[config.mk]
export PLATFORM = sky130hd
export DESIGN_NAME = signed_decimal_formatter
export DESIGN_NICKNAME = d
export VERILOG_FILES = /design/src/sv/sdf_pkg.sv /design/src/sv/signed_decimal_formatter.sv /design/src/sv/sdf_digit_cell.sv /design/src/sv/sdf_cell_chain.sv
export SDC_FILE = /design/constraint.sdc
export NUM_CORES = 1
export LEC_CHECK = 0
export ABC_AREA = 0
export BUFFER_PORTS_ARGS = -buffer_cell sky130_fd_sc_hd__buf_2
export CORE_UTILIZATION = 55
export CTS_BUF_LIST = sky130_fd_sc_hd__clkbuf_8
export DETAILED_ROUTE_END_ITERATION = 7
export GPL_TIMING_DRIVEN = 0
export PLACE_DENSITY = 0.81
export SLEW_MARGIN = 40
export SYNTH_ARGS = -nofsm -noshare
export SYNTH_HDL_FRONTEND = slang
export SYNTH_SLANG_ARGS = --single-unit
[constraint.sdc]
create_clock -name clock -period 6.23 [get_ports clock]
set_input_delay 0.623 -clock clock [delete_from_list [all_inputs] [get_ports clock]]
set_output_delay 0.623 -clock clock [all_outputs]
set_load 0.01 [all_outputs]
[src/sv/sdf_pkg.sv]
// Shared types and constants for the signed decimal formatter.
// Used by sdf_digit_cell, sdf_cell_chain and signed_decimal_formatter; no dependencies.
package sdf_pkg;

   // Field widths
   localparam int VALUE_W  = 64;
   localparam int PREC_W   = 6;
   localparam int CHAR_W   = 8;
   localparam int DIGIT_W  = 4;

   // Decimal digit cells; 2^63 needs 19 digits
   localparam int NUM_DIGITS = 20;
   localparam int CNT_W      = $clog2(NUM_DIGITS + 1);
   localparam int POS_W      = $clog2(NUM_DIGITS);
   localparam int BIT_CNT_W  = $clog2(VALUE_W);

   // Precision above this saturates
   localparam logic [PREC_W-1:0] MAX_PRECISION = PREC_W'(32);

   // ASCII codes
   localparam logic [CHAR_W-1:0] CHAR_ZERO  = 8'h30;
   localparam logic [CHAR_W-1:0] CHAR_MINUS = 8'h2D;

   // Controller states
   typedef enum logic [1:0] {
      ST_IDLE,
      ST_CONVERT,
      ST_SETUP,
      ST_EMIT
   } state_type;

   // Per-cycle command shared by every digit cell
   typedef struct packed {
      logic clear;   // zero the digit
      logic dabble;  // add-3 correction then shift in the neighbor's carry
      logic shift;   // take the lower neighbor's digit
   } cell_ctrl_type;

endpackage

[src/sv/signed_decimal_formatter.sv]
// Signed 64-bit integer to ASCII decimal text, one character per response.
// Each request is loaded, then converted by bit-serial double-dabble in a row of
// 20 BCD digit cells; a setup step then sends the minus sign of a negative value.
// The row then shifts until the leading digit reaches the top cell, and each digit
// is sent from the top cell; padding past 20 digits sends the extra leading zeros
// first. A stalled response holds the block. A precision above 32 is treated as
// 32. Precision 0 with value 0 yields one response with tuser (character valid) low
// and tlast high. The next request is taken once the last character sits in the
// output register.
// Depends on sdf_pkg and sdf_cell_chain.
module signed_decimal_formatter (
   input  logic        clock,
   input  logic        reset,
   // Requests
   input  logic        req_tvalid,
   output logic        req_tready,
   input  logic [71:0] req_tdata,   // [63:0] value, [69:64] precision, [71:70] zero
   // Responses
   output logic        rsp_tvalid,
   input  logic        rsp_tready,
   output logic [7:0]  rsp_tdata,   // [7:0] char_out
   output logic        rsp_tuser,   // [0] char_valid
   output logic        rsp_tlast
);

   localparam int PW = sdf_pkg::PREC_W;

   sdf_pkg::state_type       state_ff, state_in;
   logic [sdf_pkg::VALUE_W-1:0]   mag_ff, mag_in;
   logic [PW-1:0]                 prec_ff, prec_in;
   logic                          neg_ff, neg_in;
   logic [sdf_pkg::BIT_CNT_W-1:0] bit_cnt_ff, bit_cnt_in;
   logic [PW-1:0]                 remaining_ff, remaining_in;
   logic [sdf_pkg::POS_W-1:0]     top_pos_ff, top_pos_in;
   logic                          rsp_valid_ff, rsp_valid_in;
   logic [sdf_pkg::CHAR_W-1:0]    rsp_char_ff, rsp_char_in;
   logic                          rsp_cv_ff, rsp_cv_in;
   logic                          rsp_last_ff, rsp_last_in;

   sdf_pkg::cell_ctrl_type        cell_ctrl;
   logic [sdf_pkg::DIGIT_W-1:0]   top_digit;
   logic                          all_zero;
   logic [sdf_pkg::CNT_W-1:0]     sig_count;

   logic                          req_fire;
   logic                          slot_free;
   logic [PW-1:0]                 req_prec;
   logic [sdf_pkg::VALUE_W-1:0]   req_value;
   logic [PW-1:0]                 ndig;
   logic                          is_empty;
   logic                          wide_pad;
   logic                          aligned;
   logic                          emit;
   logic [sdf_pkg::CHAR_W-1:0]    emit_char;
   logic                          emit_cv;
   logic                          emit_last;

   // Request fields
   assign req_value = req_tdata[63:0];
   assign req_prec  = req_tdata[69:64];
   assign req_tready = (state_ff == sdf_pkg::ST_IDLE);
   assign req_fire   = req_tvalid && req_tready;

   // Output register can take a new character
   assign slot_free = !rsp_valid_ff || rsp_tready;

   // Digit count after padding
   assign ndig = (prec_ff > PW'(sig_count)) ? prec_ff : PW'(sig_count);
   assign is_empty = (prec_ff == '0) && all_zero;

   // Padding beyond the cell row, and top cell holding the next digit
   assign wide_pad = (remaining_ff > PW'(sdf_pkg::NUM_DIGITS));
   assign aligned  = (PW'(top_pos_ff) == remaining_ff - PW'(1));

   sdf_cell_chain u_chain (
      .clock     (clock),
      .ctrl      (cell_ctrl),
      .serial_in (mag_ff[sdf_pkg::VALUE_W-1]),
      .top_digit (top_digit),
      .all_zero  (all_zero),
      .sig_count (sig_count)
   );

   // Next state
   always_comb begin
      state_in = state_ff;
      case (state_ff)
         sdf_pkg::ST_IDLE: begin
            if (req_fire) state_in = sdf_pkg::ST_CONVERT;
         end
         sdf_pkg::ST_CONVERT: begin
            if (bit_cnt_ff == '0) state_in = sdf_pkg::ST_SETUP;
         end
         sdf_pkg::ST_SETUP: begin
            if (is_empty) begin
               if (slot_free) state_in = sdf_pkg::ST_IDLE;
            end else if (!neg_ff || slot_free) begin
               state_in = sdf_pkg::ST_EMIT;
            end
         end
         sdf_pkg::ST_EMIT: begin
            if (!wide_pad && aligned && slot_free && remaining_ff == PW'(1)) begin
               state_in = sdf_pkg::ST_IDLE;
            end
         end
         default: state_in = sdf_pkg::ST_IDLE;
      endcase
   end

   // Per-state controls
   always_comb begin
      cell_ctrl = '0;
      emit      = 1'b0;
      emit_char = '0;
      emit_cv   = 1'b0;
      emit_last = 1'b0;
      case (state_ff)
         sdf_pkg::ST_IDLE: begin
            cell_ctrl.clear = req_fire;
         end
         sdf_pkg::ST_CONVERT: begin
            cell_ctrl.dabble = 1'b1;
         end
         sdf_pkg::ST_SETUP: begin
            if (is_empty) begin
               emit      = slot_free;
               emit_last = 1'b1;
            end else if (neg_ff) begin
               emit      = slot_free;
               emit_char = sdf_pkg::CHAR_MINUS;
               emit_cv   = 1'b1;
            end
         end
         sdf_pkg::ST_EMIT: begin
            if (wide_pad) begin
               emit      = slot_free;
               emit_char = sdf_pkg::CHAR_ZERO;
               emit_cv   = 1'b1;
            end else if (!aligned) begin
               cell_ctrl.shift = 1'b1;
            end else begin
               emit            = slot_free;
               cell_ctrl.shift = slot_free;
               emit_char       = sdf_pkg::CHAR_ZERO + sdf_pkg::CHAR_W'(top_digit);
               emit_cv         = 1'b1;
               emit_last       = (remaining_ff == PW'(1));
            end
         end
         default: ;
      endcase
   end

   // Datapath next values
   always_comb begin
      mag_in       = mag_ff;
      prec_in      = prec_ff;
      neg_in       = neg_ff;
      bit_cnt_in   = bit_cnt_ff;
      remaining_in = remaining_ff;
      top_pos_in   = top_pos_ff;
      rsp_valid_in = rsp_valid_ff && !rsp_tready;
      rsp_char_in  = rsp_char_ff;
      rsp_cv_in    = rsp_cv_ff;
      rsp_last_in  = rsp_last_ff;

      if (req_fire) begin
         neg_in     = req_value[sdf_pkg::VALUE_W-1];
         mag_in     = req_value[sdf_pkg::VALUE_W-1] ? (~req_value + 64'd1) : req_value;
         prec_in    = (req_prec > sdf_pkg::MAX_PRECISION) ? sdf_pkg::MAX_PRECISION : req_prec;
         bit_cnt_in = sdf_pkg::BIT_CNT_W'(sdf_pkg::VALUE_W - 1);
         top_pos_in = sdf_pkg::POS_W'(sdf_pkg::NUM_DIGITS - 1);
      end

      if (cell_ctrl.dabble) begin
         mag_in     = {mag_ff[sdf_pkg::VALUE_W-2:0], 1'b0};
         bit_cnt_in = bit_cnt_ff - sdf_pkg::BIT_CNT_W'(1);
      end

      if (state_ff == sdf_pkg::ST_SETUP) begin
         remaining_in = ndig;
      end

      if (cell_ctrl.shift) begin
         top_pos_in = top_pos_ff - sdf_pkg::POS_W'(1);
      end

      if (emit && state_ff == sdf_pkg::ST_EMIT) begin
         remaining_in = remaining_ff - PW'(1);
      end

      if (emit) begin
         rsp_valid_in = 1'b1;
         rsp_char_in  = emit_char;
         rsp_cv_in    = emit_cv;
         rsp_last_in  = emit_last;
      end
   end

   // Control registers
   always_ff @(posedge clock) begin
      if (reset) begin
         state_ff     <= sdf_pkg::ST_IDLE;
         rsp_valid_ff <= 1'b0;
      end else begin
         state_ff     <= state_in;
         rsp_valid_ff <= rsp_valid_in;
      end
   end

   // Payload registers
   always_ff @(posedge clock) begin
      mag_ff       <= mag_in;
      prec_ff      <= prec_in;
      neg_ff       <= neg_in;
      bit_cnt_ff   <= bit_cnt_in;
      remaining_ff <= remaining_in;
      top_pos_ff   <= top_pos_in;
      rsp_char_ff  <= rsp_char_in;
      rsp_cv_ff    <= rsp_cv_in;
      rsp_last_ff  <= rsp_last_in;
   end

   assign rsp_tvalid = rsp_valid_ff;
   assign rsp_tdata  = rsp_char_ff;
   assign rsp_tuser  = rsp_cv_ff;
   assign rsp_tlast  = rsp_last_ff;

endmodule

[src/sv/sdf_digit_cell.sv]
// One BCD digit cell of the conversion chain.
// Depends on sdf_pkg (cell_ctrl_type, DIGIT_W).
module sdf_digit_cell (
   input  logic                          clock,
   input  sdf_pkg::cell_ctrl_type        ctrl,
   input  logic                          carry_in,     // bit from lower cell
   input  logic [sdf_pkg::DIGIT_W-1:0]   lower_digit,  // digit of lower cell
   output logic                          carry_out,    // bit to upper cell
   output logic [sdf_pkg::DIGIT_W-1:0]   digit
);

   logic [sdf_pkg::DIGIT_W-1:0] digit_ff;
   logic [sdf_pkg::DIGIT_W-1:0] digit_in;
   logic [sdf_pkg::DIGIT_W-1:0] adjusted;

   // Add 3 when the digit would overflow past 9 after doubling
   assign adjusted  = (digit_ff >= 4'd5) ? digit_ff + 4'd3 : digit_ff;
   assign carry_out = adjusted[sdf_pkg::DIGIT_W-1];
   assign digit     = digit_ff;

   always_comb begin
      digit_in = digit_ff;
      if (ctrl.clear) begin
         digit_in = '0;
      end else if (ctrl.dabble) begin
         digit_in = {adjusted[sdf_pkg::DIGIT_W-2:0], carry_in};
      end else if (ctrl.shift) begin
         digit_in = lower_digit;
      end
   end

   always_ff @(posedge clock) begin
      digit_ff <= digit_in;
   end

endmodule

[src/sv/sdf_cell_chain.sv]
// Row of BCD digit cells: double-dabble conversion and digit shift-out.
// Depends on sdf_pkg and sdf_digit_cell.
module sdf_cell_chain (
   input  logic                          clock,
   input  sdf_pkg::cell_ctrl_type        ctrl,
   input  logic                          serial_in,  // magnitude bit, MSB first
   output logic [sdf_pkg::DIGIT_W-1:0]   top_digit,  // most significant cell
   output logic                          all_zero,
   output logic [sdf_pkg::CNT_W-1:0]     sig_count   // significant digits, at least 1
);

   logic [sdf_pkg::DIGIT_W-1:0] cell_digit [sdf_pkg::NUM_DIGITS];
   logic                        cell_carry [sdf_pkg::NUM_DIGITS];

   // Cells: carry and digit pass from index i-1 to index i
   for (genvar i = 0; i < sdf_pkg::NUM_DIGITS; i++) begin : g_cell
      logic                        c_in;
      logic [sdf_pkg::DIGIT_W-1:0] d_in;
      if (i == 0) begin : g_first
         assign c_in = serial_in;
         assign d_in = '0;
      end else begin : g_rest
         assign c_in = cell_carry[i-1];
         assign d_in = cell_digit[i-1];
      end
      sdf_digit_cell u_cell (
         .clock       (clock),
         .ctrl        (ctrl),
         .carry_in    (c_in),
         .lower_digit (d_in),
         .carry_out   (cell_carry[i]),
         .digit       (cell_digit[i])
      );
   end

   assign top_digit = cell_digit[sdf_pkg::NUM_DIGITS-1];

   // Highest nonzero digit gives the significant digit count
   always_comb begin
      sig_count = sdf_pkg::CNT_W'(1);
      all_zero  = 1'b1;
      for (int i = 0; i < sdf_pkg::NUM_DIGITS; i++) begin
         if (cell_digit[i] != '0) begin
            sig_count = sdf_pkg::CNT_W'(i + 1);
            all_zero  = 1'b0;
         end
      end
   end

endmodule

==> results of run 1 <==
## through the flow
step	worst slack, ns	util (%)
final	1.89	61.8
after global routing	1.47	61.8
after CTS	1.93	61.7
after detailed placement	1.94	59.9
after global placement	1.31	59.8
after floorplan	2.69	-
## area by class of cell
type | count | area [µm²] | share of cell area [%]
clock inverter | 14 | 169 | 1.25
timing repair buffer | 84 | 435 | 3.22
multi-input combinational | 1060 | 7180 | 53.1
clock buffer | 17 | 234 | 1.73
buffer | 86 | 412 | 3.04
inverter | 63 | 236 | 1.75
tap | 280 | 350 | 2.59
antenna | 1 | 2.50 | 0.0185
sequential | 178 | 4500 | 33.3
## where the power goes
part           switching [µW]  internal (µW)  leakage, µW  total (µW)
clock network             475            369     0.000196         844
registers                63.6           1360      0.00161        1420
logic                     481            306      0.00334         787
## cell usage after synthesis (11+ instances only)
cell,instances
sky130_fd_sc_hd__dfxtp_1,84
sky130_fd_sc_hd__a21oi_1,91
sky130_fd_sc_hd__nor2b_1,12
sky130_fd_sc_hd__inv_1,61
sky130_fd_sc_hd__o311ai_0,14
sky130_fd_sc_hd__nand2b_1,28
sky130_fd_sc_hd__nor3_1,14
sky130_fd_sc_hd__a221oi_2,14
sky130_fd_sc_hd__xor2_1,61
sky130_fd_sc_hd__o21ai_0,113
sky130_fd_sc_hd__nand2_1,234
sky130_fd_sc_hd__edfxtp_1,94
sky130_fd_sc_hd__or3_1,11
sky130_fd_sc_hd__xnor2_1,27
sky130_fd_sc_hd__o31ai_1,17
sky130_fd_sc_hd__nand4_1,13
sky130_fd_sc_hd__mux2i_1,62
sky130_fd_sc_hd__nand3_1,16
sky130_fd_sc_hd__ha_1,56
sky130_fd_sc_hd__nor3b_1,37
sky130_fd_sc_hd__clkbuf_1,59
sky130_fd_sc_hd__o21ai_1,14
sky130_fd_sc_hd__nor2_1,58
sky130_fd_sc_hd__o21bai_1,14
sky130_fd_sc_hd__mux2_2,20
## state kept, by name, summed over array words and instances, names as in the netlist
register / cells
u_chain.g_cell.u_cell.digit: 80
mag_ff: 64
bit_cnt_ff: 6
prec_ff: 6
remaining_ff: 6
rsp_tdata: 6
top_pos_ff: 5
state_ff: 2
neg_ff: 1
rsp_tlast: 1
rsp_tvalid: 1
## path summary, 6_finish.rpt
kind	from	to	slack (ns)	cells after the start
max	u_chain.g_cell[17].u_cell.digit[1]	remaining_ff[0]	1.89	14
min	req_tdata[63]	neg_ff	0.40	1
max reg2reg	u_chain.g_cell[17].u_cell.digit[1]	remaining_ff[0]	1.89	14
min reg2reg	mag_ff[63]	u_chain.g_cell[0].u_cell.digit[0]	0.49	1
## cells by family (layout without fill, tap and decap cells)
| logic type | after synthesis | count (layout) | share of synthesized area (%) |
|---|---|---|---|
| simple gates | 480 | 480 | 19.6 |
| compound gates | 350 | 350 | 19.4 |
| flops | 178 | 178 | 36.6 |
| buf+inv | 149 | 264 | 5.25 |
| xor+xnor | 89 | 89 | 6.44 |
| mux | 83 | 83 | 6.96 |
| fa+ha+maj | 56 | 56 | 5.69 |
| other cells | 1 | 3 | 0.0305 |
## metal layers
| metal | wire length (µm) | vias up | part of all wire (%) | GRT usage, % |
|---|---|---|---|---|
| met2 | 15300 | 459 | 49 | 46.1 |
| met5 | 0 | - | 0 | 0 |
| li1 | - | 5197 | - | - |
| met4 | 650 | 0 | 2.1 | 9.26 |
| met3 | 2360 | 64 | 7.5 | 5.45 |
| met1 | 13100 | 5134 | 42 | 35.6 |
==> results.md, run 1 <==
* Starting DRT DRC Count at 1008
* Clk sinks at 178
* Area overhead of the layout relative to synthesis at 9.83%
* Cell with the largest stage delay on the worst path: sky130_fd_sc_hd__a221oi_1
* Count of nets left with antenna violations after detail routing at 0
* Critical path class: reg -> reg
* Worst path cell trace: inv_1 > ha_1 > nor3b_1 > nand2b_1 > o2111ai_1 > a2111oi_0 > or2_2 > ha_1 > and3_1 > nand3_1 > and2_1 > a221oi_1 > o21ai_0 > a31oi_1
* Die Footprint at 23000 µm²
* Max IR drop VDD at 0.136 mV
* Top-level port count at 88
* Core footprint at 21900 µm²
* Most frequent cells in the layout: sky130_fd_sc_hd__nand2_1, sky130_fd_sc_hd__o21ai_0, sky130_fd_sc_hd__edfxtp_1
* Final setup fails at 0
* Slew at the pin closest to its max-slew limit at 0.831 ns
* Worst Path Max Fanout at 5
* Dominant cell type by area after synthesis: sky130_fd_sc_hd__edfxtp_1
* Placement-stage cell area at 13100 µm²
* X dimension of the die at 152 µm
* Post-synth top flop: sky130_fd_sc_hd__edfxtp_1
* Layout cells sized above 1 at 14.2%
* Result of the run: complete, no violations
* Final critical-path share of the clock period at 69.7%
* GRT Total Usage at 27.6%
* Worst EP arrival at 4.65 ns
* Clock Skews at 0.0147 ns
* Post-Syn Area per Cell at 8.88 µm²
* Clock network latency to the later pin of the worst-skew pair at 0.48 ns
* Cell occurring most often along the worst timing path: sky130_fd_sc_hd__ha_1
* Antenna violations before repair at 2
* Total count of hold-check failures in the final report at 0
* PostCTS Resize Cnt at 0
* Number of buffers and inverters on the critical path at 1
* Part of the Yosys area used for sequential elements at 36.6%
* First-pass GRT wire length at 49800 µm
* Initial cell density of the core at 56.2%
* # rows at 54
* Hold_buf cts at 0
* Pwr per Cell Area at 226 nW/µm²
* Chip Height at 152 µm
* Crit path required time at 6.54 ns
* TritonCTS clock tree: done
* Clock-pin slew reported for the worst setup and hold paths after clock tree synthesis at 0.11 ns
* Fin cells at 1783
* Clock period minus final worst setup slack at 4.34 ns
* Largest net degree at the start of global routing at 45
* EDFF count, synth at 94
* Syn Std Cell Area at 12300 µm²
* Number of nets in the finished design at 1622
* Type of the worst min-delay path: in -> reg
* Via-per-instance ratio at 6.09
* Filler instances at 1816
* Number of synthesized register bits at 178
* Final Max Tran Viols at 0
* Final Hold Slack at 0.400 ns
* Slew margin rel. at 44.6%
* TritonCTS Buffers at 17
* Final global-route overflow total at 0
* Number of placed instances, taps included at 1751
* Total routed wirelength at 31400 µm
* CTS max path bufs at 2
* LEAKAGE at 0.00515 µW
* Half-perimeter wire length after detailed placement at 22900 µm
* Count of mapped cells out of synthesis at 1386
* Final total negative setup slack at 0 ns
* Critical Path End Type: flop
* RSZ-0062 raised after global routing: no
* WL per Instance at 17.6 µm
* DR vias at 10900
* I/O Buffers at 83
* Total Power at 3050 µW
* Number of global-route vias before repair at 10200
* Total of warnings raised by yosys at 0
* Crit-path max cell delay at 0.69 ns
* Synth cell types at 81
* Maximum clock rate at 230 MHz
* Fraction of registers with async set/reset at 0%
* Total of max-cap violations at 0
* Startpoint types: flop
* Final GP Congestion at 0.941
* Master cell of the clock root buffer: sky130_fd_sc_hd__clkbuf_8
* Fin area at 13500 µm²
* Top cells by area, synth: sky130_fd_sc_hd__edfxtp_1, sky130_fd_sc_hd__dfxtp_1, sky130_fd_sc_hd__nand2_1
* Postcts setup bufs at 0
* Top-area cell type share of the netlist area at 22.9%
* Most common cell after layout, fill and taps aside: sky130_fd_sc_hd__nand2_1
* H-Tree Depth at 4
* Remaining design rule violation count at 0
* Kind of cell adding the most delay to the critical path: compound AO/OA/AOI/OAI gates
* First-pass iteration count of the detailed router at 8
Note: power is estimated with default switching activity, not from simulation.
==> run 2, diff against run 1 <==
Settings changed: ABC_AREA 0 to 1, PLACE_DENSITY 0.81 to 0.84.
Clock period 6.23 ns to 3.55 ns, I/O delays scaled along.
==> run 2 against run 1 <==
Against the previous run:
- combinational power grew to 6.8 times the previous value
- die area shrank 2.4%
- sequential share of layout area grew 0.69 points
- fmax grew 33%
- sequential power grew to 2.7 times the previous value
- setup slack lost 1.6 ns
- total power grew to 3.5 times the previous value
- routed wire length grew 14%
- critical path depth grew 16
==> results.md, run 2 <==
* Result of the run: complete, no violations
* Hold path endpoint: state_ff[0]
* Slew at the pin closest to its max-slew limit at 0.809 ns
* Total count of hold-check failures in the final report at 0
* Core footprint at 21200 µm²
* Origin of the worst min-delay path: reset
* Final global-route overflow total at 0
* Largest net degree at the start of global routing at 38
* CTS max path bufs at 2
* Fraction of registers with async set/reset at 0%
* First-pass iteration count of the detailed router at 6
* Setup slack of the most critical reg-to-reg path at 0.29 ns
* Total Power at 10700 µW
* Utilization after layout at 62.5%
* Clock period minus final worst setup slack at 3.26 ns
* Top-level port count at 88
* EDFF count, synth at 94
* Final Hold Slack at 0.0552 ns
* Filler instances at 1947
* Share of power burned in combinational logic at 50.0%
* Length in cells of the worst reg-to-reg path at 30
* Die Footprint at 22400 µm²
* Starting DRT DRC Count at 1335
* Critical path class: reg -> reg
* Total of max-cap violations at 0
* Area overhead of the layout relative to synthesis at 10.3%
* Chip Height at 150 µm
* GRT Total Usage at 32.6%
* First-pass GRT wire length at 57100 µm
* H-Tree Depth at 4
* Dominant cell type by area after synthesis: sky130_fd_sc_hd__edfxtp_1
* Top cells by area, synth: sky130_fd_sc_hd__edfxtp_1, sky130_fd_sc_hd__dfxtp_1, sky130_fd_sc_hd__nand2_1
* Layout cells sized above 1 at 10.2%
* Clock network latency to the later pin of the worst-skew pair at 0.49 ns
* Maximum clock rate at 306 MHz
* Final GP Congestion at 0.973
* Type of the worst min-delay path: in -> reg
* Clock-pin slew reported for the worst setup and hold paths after clock tree synthesis at 0.10 ns
* Total of warnings raised by yosys at 0
* Dominant cell by count in the synthesized netlist: sky130_fd_sc_hd__nand2_1
* Syn Std Cell Area at 12000 µm²
* TritonCTS clock tree: done
* Count of nets left with antenna violations after detail routing at 0
* Top-area cell type share of the netlist area at 23.5%
* WHS Path Cells at 2
* LEAKAGE at 0.00548 µW
* Max FFs per register at 80
* Antenna violations before repair at 4
* WL per Instance at 17.2 µm
* Worst EP arrival at 3.50 ns
* Initial cell density of the core at 56.6%
* Cell occurring most often along the worst timing path: sky130_fd_sc_hd__nand2_1
* Endpoint of the worst-slack reg-to-reg timing path: remaining_ff[2]
* Number of synthesized register bits at 178
* Clk sinks at 178
* Via-per-instance ratio at 5.96
* Most common cell after layout, fill and taps aside: sky130_fd_sc_hd__nand2_1
* Critical register-to-register path startpoint: u_chain.g_cell[3].u_cell.digit[1]
* Critical Path End Type: flop
* Final critical-path share of the clock period at 91.9%
* Post-synth top flop: sky130_fd_sc_hd__edfxtp_1
* Worst Path Max Fanout at 4
* Count of mapped cells out of synthesis at 1678
* Cell with the largest stage delay on the worst path: sky130_fd_sc_hd__dfxtp_1
* Total routed wirelength at 35700 µm
* # rows at 53
* Half-perimeter wire length after detailed placement at 25900 µm
* X dimension of the die at 150 µm
* TritonCTS Buffers at 17
* Relative contribution of sequential cells to total power at 35.6%
* Remaining design rule violation count at 0
* Slew margin rel. at 46.1%
* Postcts setup bufs at 0
* I/O Buffers at 83
* Part of the Yosys area used for sequential elements at 37.5%
* DR vias at 12400
* Pwr per Cell Area at 807 nW/µm²
* Most frequent cells in the layout: sky130_fd_sc_hd__nand2_1, sky130_fd_sc_hd__inv_1, sky130_fd_sc_hd__o21ai_0
* Crit-path max cell delay at 0.36 ns
* Post-Syn Area per Cell at 7.16 µm²
* Startpoint types: flop
* Final total negative setup slack at 0 ns
* Relative contribution of the clock network to total power at 14.4%
* Master cell of the clock root buffer: sky130_fd_sc_hd__clkbuf_8
* Synth cell types at 55
* Net switching power of the design at 5050 µW
* Final Max Tran Viols at 0
* Int Power at 5650 µW
* Clock Skews at 0.0112 ns
* Max IR drop VDD at 0.463 mV
* Final setup fails at 0
* Number of nets in the finished design at 1915
* Crit path required time at 3.79 ns
* Post-synth top cells: sky130_fd_sc_hd__nand2_1, sky130_fd_sc_hd__inv_1, sky130_fd_sc_hd__o21ai_0, sky130_fd_sc_hd__nor2_1, sky130_fd_sc_hd__nand3_1
* Number of global-route vias before repair at 11400
* Switching Fraction at 47.2%
-- run 2: cell types whose count changed in the layout (fill, tap and decap cells not counted), moves of 22 or more --
| cell | change |
|---|---|
| sky130_fd_sc_hd__xor2_1 | -36 |
| sky130_fd_sc_hd__nand2_1 | +105 |
| sky130_fd_sc_hd__nor3b_1 | -37 |
| sky130_fd_sc_hd__nand2b_1 | -28 |
| sky130_fd_sc_hd__nand3_1 | +83 |
| sky130_fd_sc_hd__a31oi_1 | +43 |
| sky130_fd_sc_hd__mux2i_1 | -62 |
| sky130_fd_sc_hd__xnor2_1 | -22 |
| sky130_fd_sc_hd__o21ai_0 | +66 |
| sky130_fd_sc_hd__inv_1 | +154 |
| sky130_fd_sc_hd__nor2_1 | +109 |
-- run 2: per-stage QoR --
| step | area (µm²) | cells | setup WS [ns] |
|---|---|---|---|
| finish | 13300 | 2074 | 0.287 |
| global route | 13300 | 2071 | -0.0209 |
| CTS | 13200 | 2070 | 0.240 |
| detailed placement | 12800 | 2038 | 0.274 |
| global placement | 12800 | 2037 | -0.742 |
| floorplan | 12000 | 1679 | 0.532 |
-- run 2: kinds of logic (layout without fill, tap and decap cells) --
group | after synthesis | in the layout | synth area share, %
simple gates | 703 | 704 | 25.3
compound gates | 419 | 419 | 19.6
other cells | 1 | 5 | 0.0312
fa+ha+maj | 56 | 56 | 5.83
xor+xnor | 31 | 31 | 2.32
buf+inv | 290 | 406 | 9.45
flops | 178 | 178 | 37.5
-- run 2: cell type report --
class	instances	area, µm²	share of cell area (%)
diodes	3	7.51	0.0566
plain buffers	68	303	2.28
clock buffers	19	262	1.97
clock inverters	13	158	1.19
inverters	222	836	6.30
multi-input cells	1212	6410	48.3
flip-flops and latches	178	4510	34.0
well taps	275	344	2.60
repair buffers	84	435	3.28
-- run 2: power by group through the flow --
stage	clock (µW)	sequential, µW	combinational, µW
finish	1540	3810	5350
global route	1600	3900	5940
CTS	1540	3780	5210
detailed placement	0	3820	5170
global placement	0	3830	4940
floorplan	0	3690	3680
-- run 2: routing by layer --
metal,vias to the layer above,share of wire [%],global-route usage [%]
met5,-,0.028,0
met4,2,3.6,15.7
met3,116,11,5.67
met2,683,46,52.6
met1,5663,40,42.2
li1,5888,-,-
-- run 2: worst max-delay path by stage --
stage                           end  cells after the start                               from  slack, ns
finish              remaining_ff[2]                     30  u_chain.g_cell[3].u_cell.digit[1]       0.29
detailed placement  remaining_ff[1]                     32  u_chain.g_cell[2].u_cell.digit[1]       0.27
CTS                 remaining_ff[1]                     32  u_chain.g_cell[2].u_cell.digit[1]       0.24
floorplan             bit_cnt_ff[0]                      6                        state_ff[0]       0.53
global route        remaining_ff[1]                     31  u_chain.g_cell[3].u_cell.digit[0]      -0.02
global placement         mag_ff[35]                      5                        state_ff[1]      -0.74
-- run 2: worst max-delay path: cells and delay by family (launching register included) --
kind            cells  cell delay (ns)
flops               1             0.36
simple gates       22             1.52
buf+inv             2             0.18
compound gates      4             0.57
fa+ha+maj           2             0.35
-- run 2: timing repair --
action	CTS	global route
hold buffers	0	0
gates resized for setup	0	7
endpoints found under the setup margin	0	5
